## src/rtl/ldpc_bf_pkg.sv

```systemverilog
// shared types, constants and code description for the (16,8) bit-flip decoder
// no dependencies; imported by every module of the decoder

package ldpc_bf_pkg;

    localparam int CODE_LEN  = 16;
    localparam int INFO_LEN  = 8;
    localparam int CHECK_CNT = 8;
    localparam int ITER_W    = 6;
    localparam int VOTE_W    = 2;
    localparam int IDX_W     = 4;
    localparam int APB_DW    = 32;
    localparam int APB_AW    = 3;

    // register map
    localparam logic [APB_AW-1:0]  ADDR_MAX_ITER  = 3'd0;
    localparam logic [ITER_W-1:0]  MAX_ITER_RESET = 6'd10;

    // sequencer states
    typedef enum logic [1:0] {
        ST_IDLE = 2'b01,
        ST_RUN  = 2'b10
    } state_t;

    // outcome of one syndrome, vote and flip pass
    typedef struct packed {
        logic                syn_ok;     // all checks satisfied
        logic                vote_found; // some bit holds a vote
        logic [CODE_LEN-1:0] flip_mask;  // one-hot bit to flip
    } pass_res_t;

    // code bits covered by check r: info r, r+1, r+2 (mod 8) and parity 8+r
    function automatic logic [CODE_LEN-1:0] check_mask(input logic [2:0] r);
        logic [CODE_LEN-1:0] m;
        logic [2:0]          b;
        logic [2:0]          c;
        b = r + 3'd1;
        c = r + 3'd2;
        m = '0;
        m[r]         = 1'b1;
        m[b]         = 1'b1;
        m[c]         = 1'b1;
        m[{1'b1, r}] = 1'b1;
        return m;
    endfunction

endpackage

```

## src/rtl/ldpc_16_8_bit_flip_decoder.sv

```systemverilog
// (16,8) ldpc hard-decision bit-flip decoder: apb register, sequencer, output register
// accept loads the word, then k flip passes follow, k = flips done (0..max_iterations, at most 63)
// one item in the loop at a time, one shared pass unit evaluated once per cycle
// reset: synchronous active-low aresetn clears control state, max_iterations returns to 10
// depends on ldpc_bf_pkg and ldpc_bf_pass

module ldpc_16_8_bit_flip_decoder (
    input  logic                                 aclk,
    input  logic                                 aresetn,
    // input channel
    input  logic                                 s_tvalid,
    output logic                                 s_tready,
    input  logic [ldpc_bf_pkg::CODE_LEN-1:0]     s_tdata,   // [15:0] hard_bits
    // result channel
    output logic                                 m_tvalid,
    input  logic                                 m_tready,
    output logic [ldpc_bf_pkg::INFO_LEN-1:0]     m_tdata,   // [7:0] info_bits
    // configuration port
    input  logic                                 psel,
    input  logic                                 penable,
    input  logic                                 pwrite,
    input  logic [ldpc_bf_pkg::APB_AW-1:0]       paddr,
    input  logic [ldpc_bf_pkg::APB_DW-1:0]       pwdata,
    output logic [ldpc_bf_pkg::APB_DW-1:0]       prdata,
    output logic                                 pready
);
    import ldpc_bf_pkg::*;

    state_t               state_reg, state_next;
    logic [CODE_LEN-1:0]  word_reg, word_next;
    logic [ITER_W-1:0]    iter_reg, iter_next;
    logic [ITER_W-1:0]    max_iter_reg, max_iter_next;
    logic                 out_valid_reg, out_valid_next;
    logic [INFO_LEN-1:0]  out_data_reg, out_data_next;
    pass_res_t            pres;
    logic                 in_acc;
    logic                 out_free;
    logic                 finish;
    logic                 cfg_wr;

    // shared pass unit
    ldpc_bf_pass u_pass (
        .word (word_reg),
        .res  (pres)
    );

    assign in_acc   = s_tvalid && s_tready;
    assign out_free = !out_valid_reg || m_tready;
    assign finish   = (iter_reg == max_iter_reg) || pres.syn_ok || !pres.vote_found;

    // configuration register
    assign pready = 1'b1;
    assign cfg_wr = psel && penable && pwrite && (paddr[APB_AW-1:2] == ADDR_MAX_ITER[APB_AW-1:2]);

    always_comb begin
        max_iter_next = max_iter_reg;
        if (cfg_wr) begin
            max_iter_next = pwdata[ITER_W-1:0];
        end
    end

    always_comb begin
        prdata = '0;
        if (paddr[APB_AW-1:2] == ADDR_MAX_ITER[APB_AW-1:2]) begin
            prdata = APB_DW'(max_iter_reg);
        end
    end

    // sequencer: load, then one flip pass per cycle until done
    always_comb begin
        state_next     = state_reg;
        word_next      = word_reg;
        iter_next      = iter_reg;
        out_valid_next = out_valid_reg;
        out_data_next  = out_data_reg;
        if (out_valid_reg && m_tready) begin
            out_valid_next = 1'b0;
        end
        unique case (state_reg)
            ST_IDLE: begin
                if (in_acc) begin
                    word_next  = s_tdata;
                    iter_next  = '0;
                    state_next = ST_RUN;
                end
            end
            ST_RUN: begin
                if (finish) begin
                    if (out_free) begin
                        out_valid_next = 1'b1;
                        out_data_next  = word_reg[INFO_LEN-1:0];
                        state_next     = ST_IDLE;
                    end
                end else begin
                    word_next = word_reg ^ pres.flip_mask;
                    iter_next = iter_reg + ITER_W'(1);
                end
            end
            default: begin
                state_next = ST_IDLE;
            end
        endcase
    end

    // control registers
    always_ff @(posedge aclk) begin
        if (!aresetn) begin
            state_reg     <= ST_IDLE;
            out_valid_reg <= 1'b0;
            max_iter_reg  <= MAX_ITER_RESET;
        end else begin
            state_reg     <= state_next;
            out_valid_reg <= out_valid_next;
            max_iter_reg  <= max_iter_next;
        end
    end

    // payload registers
    always_ff @(posedge aclk) begin
        word_reg     <= word_next;
        iter_reg     <= iter_next;
        out_data_reg <= out_data_next;
    end

    assign s_tready = (state_reg == ST_IDLE);
    assign m_tvalid = out_valid_reg;
    assign m_tdata  = out_data_reg;

`ifndef ASSERT_OFF
    // an accepted item always starts the iteration loop
    a_accept_runs: assert property (@(posedge aclk) disable iff (!aresetn)
        in_acc |=> (state_reg == ST_RUN))
        else $error("accepted item did not start the loop");

    // a flip pass changes exactly one code bit
    a_one_flip: assert property (@(posedge aclk) disable iff (!aresetn)
        (state_reg == ST_RUN && !finish) |=> ($countones(word_reg ^ $past(word_reg)) == 1))
        else $error("flip pass changed other than one bit");

    // a satisfied word with a free output register is delivered next cycle
    a_deliver: assert property (@(posedge aclk) disable iff (!aresetn)
        (state_reg == ST_RUN && pres.syn_ok && out_free)
        |=> (m_tvalid && state_reg == ST_IDLE && m_tdata == $past(word_reg[INFO_LEN-1:0])))
        else $error("satisfied word not delivered");
`endif

endmodule

```

## src/rtl/ldpc_bf_pass.sv

```systemverilog
// shared pass unit: syndrome, per-bit vote count and lowest-index maximum search
// depends on ldpc_bf_pkg

module ldpc_bf_pass (
    input  logic [ldpc_bf_pkg::CODE_LEN-1:0] word,
    output ldpc_bf_pkg::pass_res_t           res
);
    import ldpc_bf_pkg::*;

    logic [CODE_LEN-1:0]  cmask [CHECK_CNT];
    logic [CHECK_CNT-1:0] fail;
    logic [VOTE_W-1:0]    votes [CODE_LEN];
    logic [VOTE_W-1:0]    v1 [8];
    logic [IDX_W-1:0]     i1 [8];
    logic [VOTE_W-1:0]    v2 [4];
    logic [IDX_W-1:0]     i2 [4];
    logic [VOTE_W-1:0]    v3 [2];
    logic [IDX_W-1:0]     i3 [2];
    logic [VOTE_W-1:0]    v4;
    logic [IDX_W-1:0]     i4;

    // syndrome: one parity per check
    always_comb begin
        for (int r = 0; r < CHECK_CNT; r++) begin
            cmask[r] = check_mask(3'(r));
            fail[r]  = ^(word & cmask[r]);
        end
    end

    // votes: one per failing check that covers the bit
    always_comb begin
        for (int i = 0; i < CODE_LEN; i++) begin
            votes[i] = '0;
            for (int r = 0; r < CHECK_CNT; r++) begin
                if (fail[r] && cmask[r][i]) begin
                    votes[i] = votes[i] + VOTE_W'(1);
                end
            end
        end
    end

    // maximum search tree, lower index wins on a tie
    always_comb begin
        for (int k = 0; k < 8; k++) begin
            if (votes[2*k+1] > votes[2*k]) begin
                v1[k] = votes[2*k+1];
                i1[k] = IDX_W'(2*k+1);
            end else begin
                v1[k] = votes[2*k];
                i1[k] = IDX_W'(2*k);
            end
        end
        for (int k = 0; k < 4; k++) begin
            if (v1[2*k+1] > v1[2*k]) begin
                v2[k] = v1[2*k+1];
                i2[k] = i1[2*k+1];
            end else begin
                v2[k] = v1[2*k];
                i2[k] = i1[2*k];
            end
        end
        for (int k = 0; k < 2; k++) begin
            if (v2[2*k+1] > v2[2*k]) begin
                v3[k] = v2[2*k+1];
                i3[k] = i2[2*k+1];
            end else begin
                v3[k] = v2[2*k];
                i3[k] = i2[2*k];
            end
        end
        if (v3[1] > v3[0]) begin
            v4 = v3[1];
            i4 = i3[1];
        end else begin
            v4 = v3[0];
            i4 = i3[0];
        end
    end

    // pass outcome
    always_comb begin
        res.syn_ok          = (fail == '0);
        res.vote_found      = (v4 != '0);
        res.flip_mask       = '0;
        res.flip_mask[i4]   = 1'b1;
    end

endmodule
```

## config.mk

```make
export PLATFORM = sky130hd
export DESIGN_NAME = ldpc_16_8_bit_flip_decoder
export DESIGN_NICKNAME = d
export VERILOG_FILES = /design/src/rtl/ldpc_bf_pkg.sv /design/src/rtl/ldpc_16_8_bit_flip_decoder.sv /design/src/rtl/ldpc_bf_pass.sv
export SDC_FILE = /design/constraint.sdc
export NUM_CORES = 1
export LEC_CHECK = 0
export BUFFER_PORTS_ARGS = -buffer_cell sky130_fd_sc_hd__clkbuf_2
export CAP_MARGIN = 20
export CORE_ASPECT_RATIO = 1.5
export CORE_MARGIN = 3
export CORE_UTILIZATION = 55
export DETAILED_ROUTE_END_ITERATION = 7
export HOLD_SLACK_MARGIN = 0.03
export PLACE_DENSITY = 0.84
export SYNTH_ARGS = -nofsm -noshare
export SYNTH_HDL_FRONTEND = slang
export SYNTH_SLANG_ARGS = --single-unit
```

## constraint.sdc

```tcl
create_clock -name aclk -period 21.1 [get_ports aclk]
set_input_delay 0 -clock aclk [delete_from_list [all_inputs] [get_ports aclk]]
set_output_delay 0 -clock aclk [all_outputs]
set_load 0.01 [all_outputs]
```

==> results.yml <==
timing:
  whs_ns: 0.0645
  relSlewSlack_pct: 41.7
  tightest_slew_ns: 0.874
  finalMaxSlewViolations: 0
  fin_skew_ns: 0.0117
  setup_viol: 0
  rsz0062_at_grt: "no"
  layout_setup_ws_ns: 13.20
  setup_tns_ns: 0
  finalCritPeriodShare_pct: 37.4
  fin_crit_ns: 7.90
  fmax_mhz: 127
  hold_violations: 0
setup_path:
  crit_type: "reg2reg"
  arrival_ns: 8.03
  reg2reg_from: "word_reg[7]$_DFFE_PP_"
  cp-start-kind: "register"
  path_max_fanout: 9
  startpoint: "word_reg[7]$_DFFE_PP_"
  end_kind: "register"
  crit_required_ns: 21.24
global_routing:
  grt_max_degree: 25
  antenna_found_initial: 0
  grt_first_pass_wirelength_mm: 12.3
  grtUsageTotal_pct: 20.9
  grt_pass1_vias: 2719
  overflow: 0
clocking:
  cts_tree: "built"
  cts_root_buf: "clkbuf_8"
  htree_levels: 2
  cts_setup_buffers: 0
  cts_buffers: 5
  cts.sinks: 39
  cts_hold_buf: 19
  max-clock-path-buffers: 2
  clk_latency_ns: 0.29
  clk_pin_slew_ns: 0.09
  cts-resized-gates: 0
floorplan:
  dieArea_um2: 7310
  start_util_pct: 58.2
  dieHeight_um: 103
  core_um2: 5960
  dieWidth_um: 70.8
  ioPinCount: 101
  rows: 34
synthesis:
  synth-edff-count: 30
  synthDominantCellAreaShare_pct: 26.0
  synth_cell_types: 57
  synth_seq_area_share_pct: 31.2
  synthTopCellsByCount: "ha_1 (31), edfxtp_1 (30), nor2_1 (28)"
  synth_top_cell_by_area: "edfxtp_1"
  synth-async-reset-ratio_pct: 0
  synth-seq-cells: 39
  postSynthAreaPerCell_um2: 9.68
  synth_flop_cell: "edfxtp_1"
  synth_area_um2: 3470
  yosysWarnings: 0
  yosysMostFrequentCell: "ha_1"
  netlist_top_cells_area: "edfxtp_1 (26%), ha_1 (11%), xnor2_1 (6.1%), buf_4 (5.8%), dfxtp_1 (5.2%)"
  netlist_instances: 358
cells_and_area:
  fillCellCount: 477
  antenna_cells: 0
  area_delta_synth_final_pct: 12.7
  largest_reg_flops: 16
  fin_area_um2: 3910
  layout.nets: 510
  final_layout_size_suffix_gt1_share_pct: 16.6
drt:
  drc: 0
  postRouteAntennaNets: 0
  via_per_inst: 5.40
  drt_pass1_iterations: 4
  wl_mm: 7.38
  vias: 2666
  drt_iter0_drc: 130
  wl_per_cell_um: 14.9
placed_design:
  dp_slack_ns: 13.22
  finalWeightedCongestion: 0.835
  place_area_um2: 3630
  dp_hpwl_mm: 5.57
  portBuffers: 45
status:
  outcome: "completed"
worst_hold_path:
  hold_path_class: "in2reg"
  min-delay-start: "s_tdata[15]"
job:
  max-cap-violations: 0
## worst paths after layout
| check | to | slack, ns | cells past startpoint |
|---|---|---|---|
| min | word_reg[15]$_DFFE_PP_ | 0.06 | 3 |
| max | word_reg[10]$_DFFE_PP_ | 13.20 | 25 |
| max reg2reg | word_reg[10]$_DFFE_PP_ | 13.20 | 25 |
| min reg2reg | m_tvalid$_SDFF_PN0_ | 0.49 | 2 |
## kinds of logic after synthesis
family | count (synthesis) | share of synthesized area (%)
compound gates | 53 | 9.42
xor+xnor | 52 | 16.9
fa+ha+maj | 31 | 11.2
buf+inv | 58 | 9.89
flops | 39 | 31.2
mux | 16 | 4.87
other cells | 2 | 0.217
simple gates | 107 | 16.3
## area by class of cell
class / instances / area [um2] / area share, %
timing repair buffer: 65 / 423 / 10.8
inverter: 24 / 90.1 / 2.31
multi-input combinational: 286 / 2140 / 54.7
sequential: 39 / 1080 / 27.7
clock inverter: 2 / 12.5 / 0.320
tap: 72 / 90.1 / 2.31
clock buffer: 6 / 72.6 / 1.86
## layout by cell type, fill, tap and decap left out, types with 7 or more instances in the layout
cell type      netlist  routed
o21ai_0             22      22
ha_1                31      31
nor2b_1             13      13
mux2i_1             12      12
o22ai_1              8       8
edfxtp_1            30      30
nand2_1             21      21
dlygate4sd3_1        0      19
inv_1               24      24
dfxtp_1              9       9
conb_1               2      27
xor2_1              19      19
clkbuf_2             0      45
xnor2_1             24      24
nor2_1              28      28
a31oi_1              9       9
or3_1                7       7
## per-stage QoR
stage          util, %  std cells
2_1_floorplan        -        383
3_5_place_dp      60.9        467
6_report          65.6        494
5_1_grt           65.6        494
3_3_place_gp      60.9        467
4_1_cts           65.6        494
## routing by layer
layer	wire, um	vias up	global-route usage, %
li1	-	1313	-
met3	338	22	2.51
met1	2860	1230	23.5
met2	3830	101	38.5
met4	345	0	11.0
met5	0	-	0
## critical path, stage by stage (launching register included)
cell      delay, ns
edfxtp_1       0.59
xnor2_4        0.39
xnor2_1        0.26
inv_1          0.16
ha_1           0.31
xnor3_1        0.41
ha_1           0.29
inv_1          0.04
o22ai_1        0.23
mux2_2         0.38
ha_1           0.28
inv_1          0.04
o22ai_1        0.39
mux2_4         0.38
ha_1           0.30
nand2_1        0.08
o21ai_0        0.24
and3_2         0.31
or3_2          0.46
ha_1           0.30
nor3b_1        0.63
nor2_1         0.08
a22oi_1        0.29
o211ai_1       0.30
or3_1          0.42
a31oi_1        0.18
Power is not shown: default switching activity piles up to over one toggle a cycle in this logic, so the estimate is an artifact.
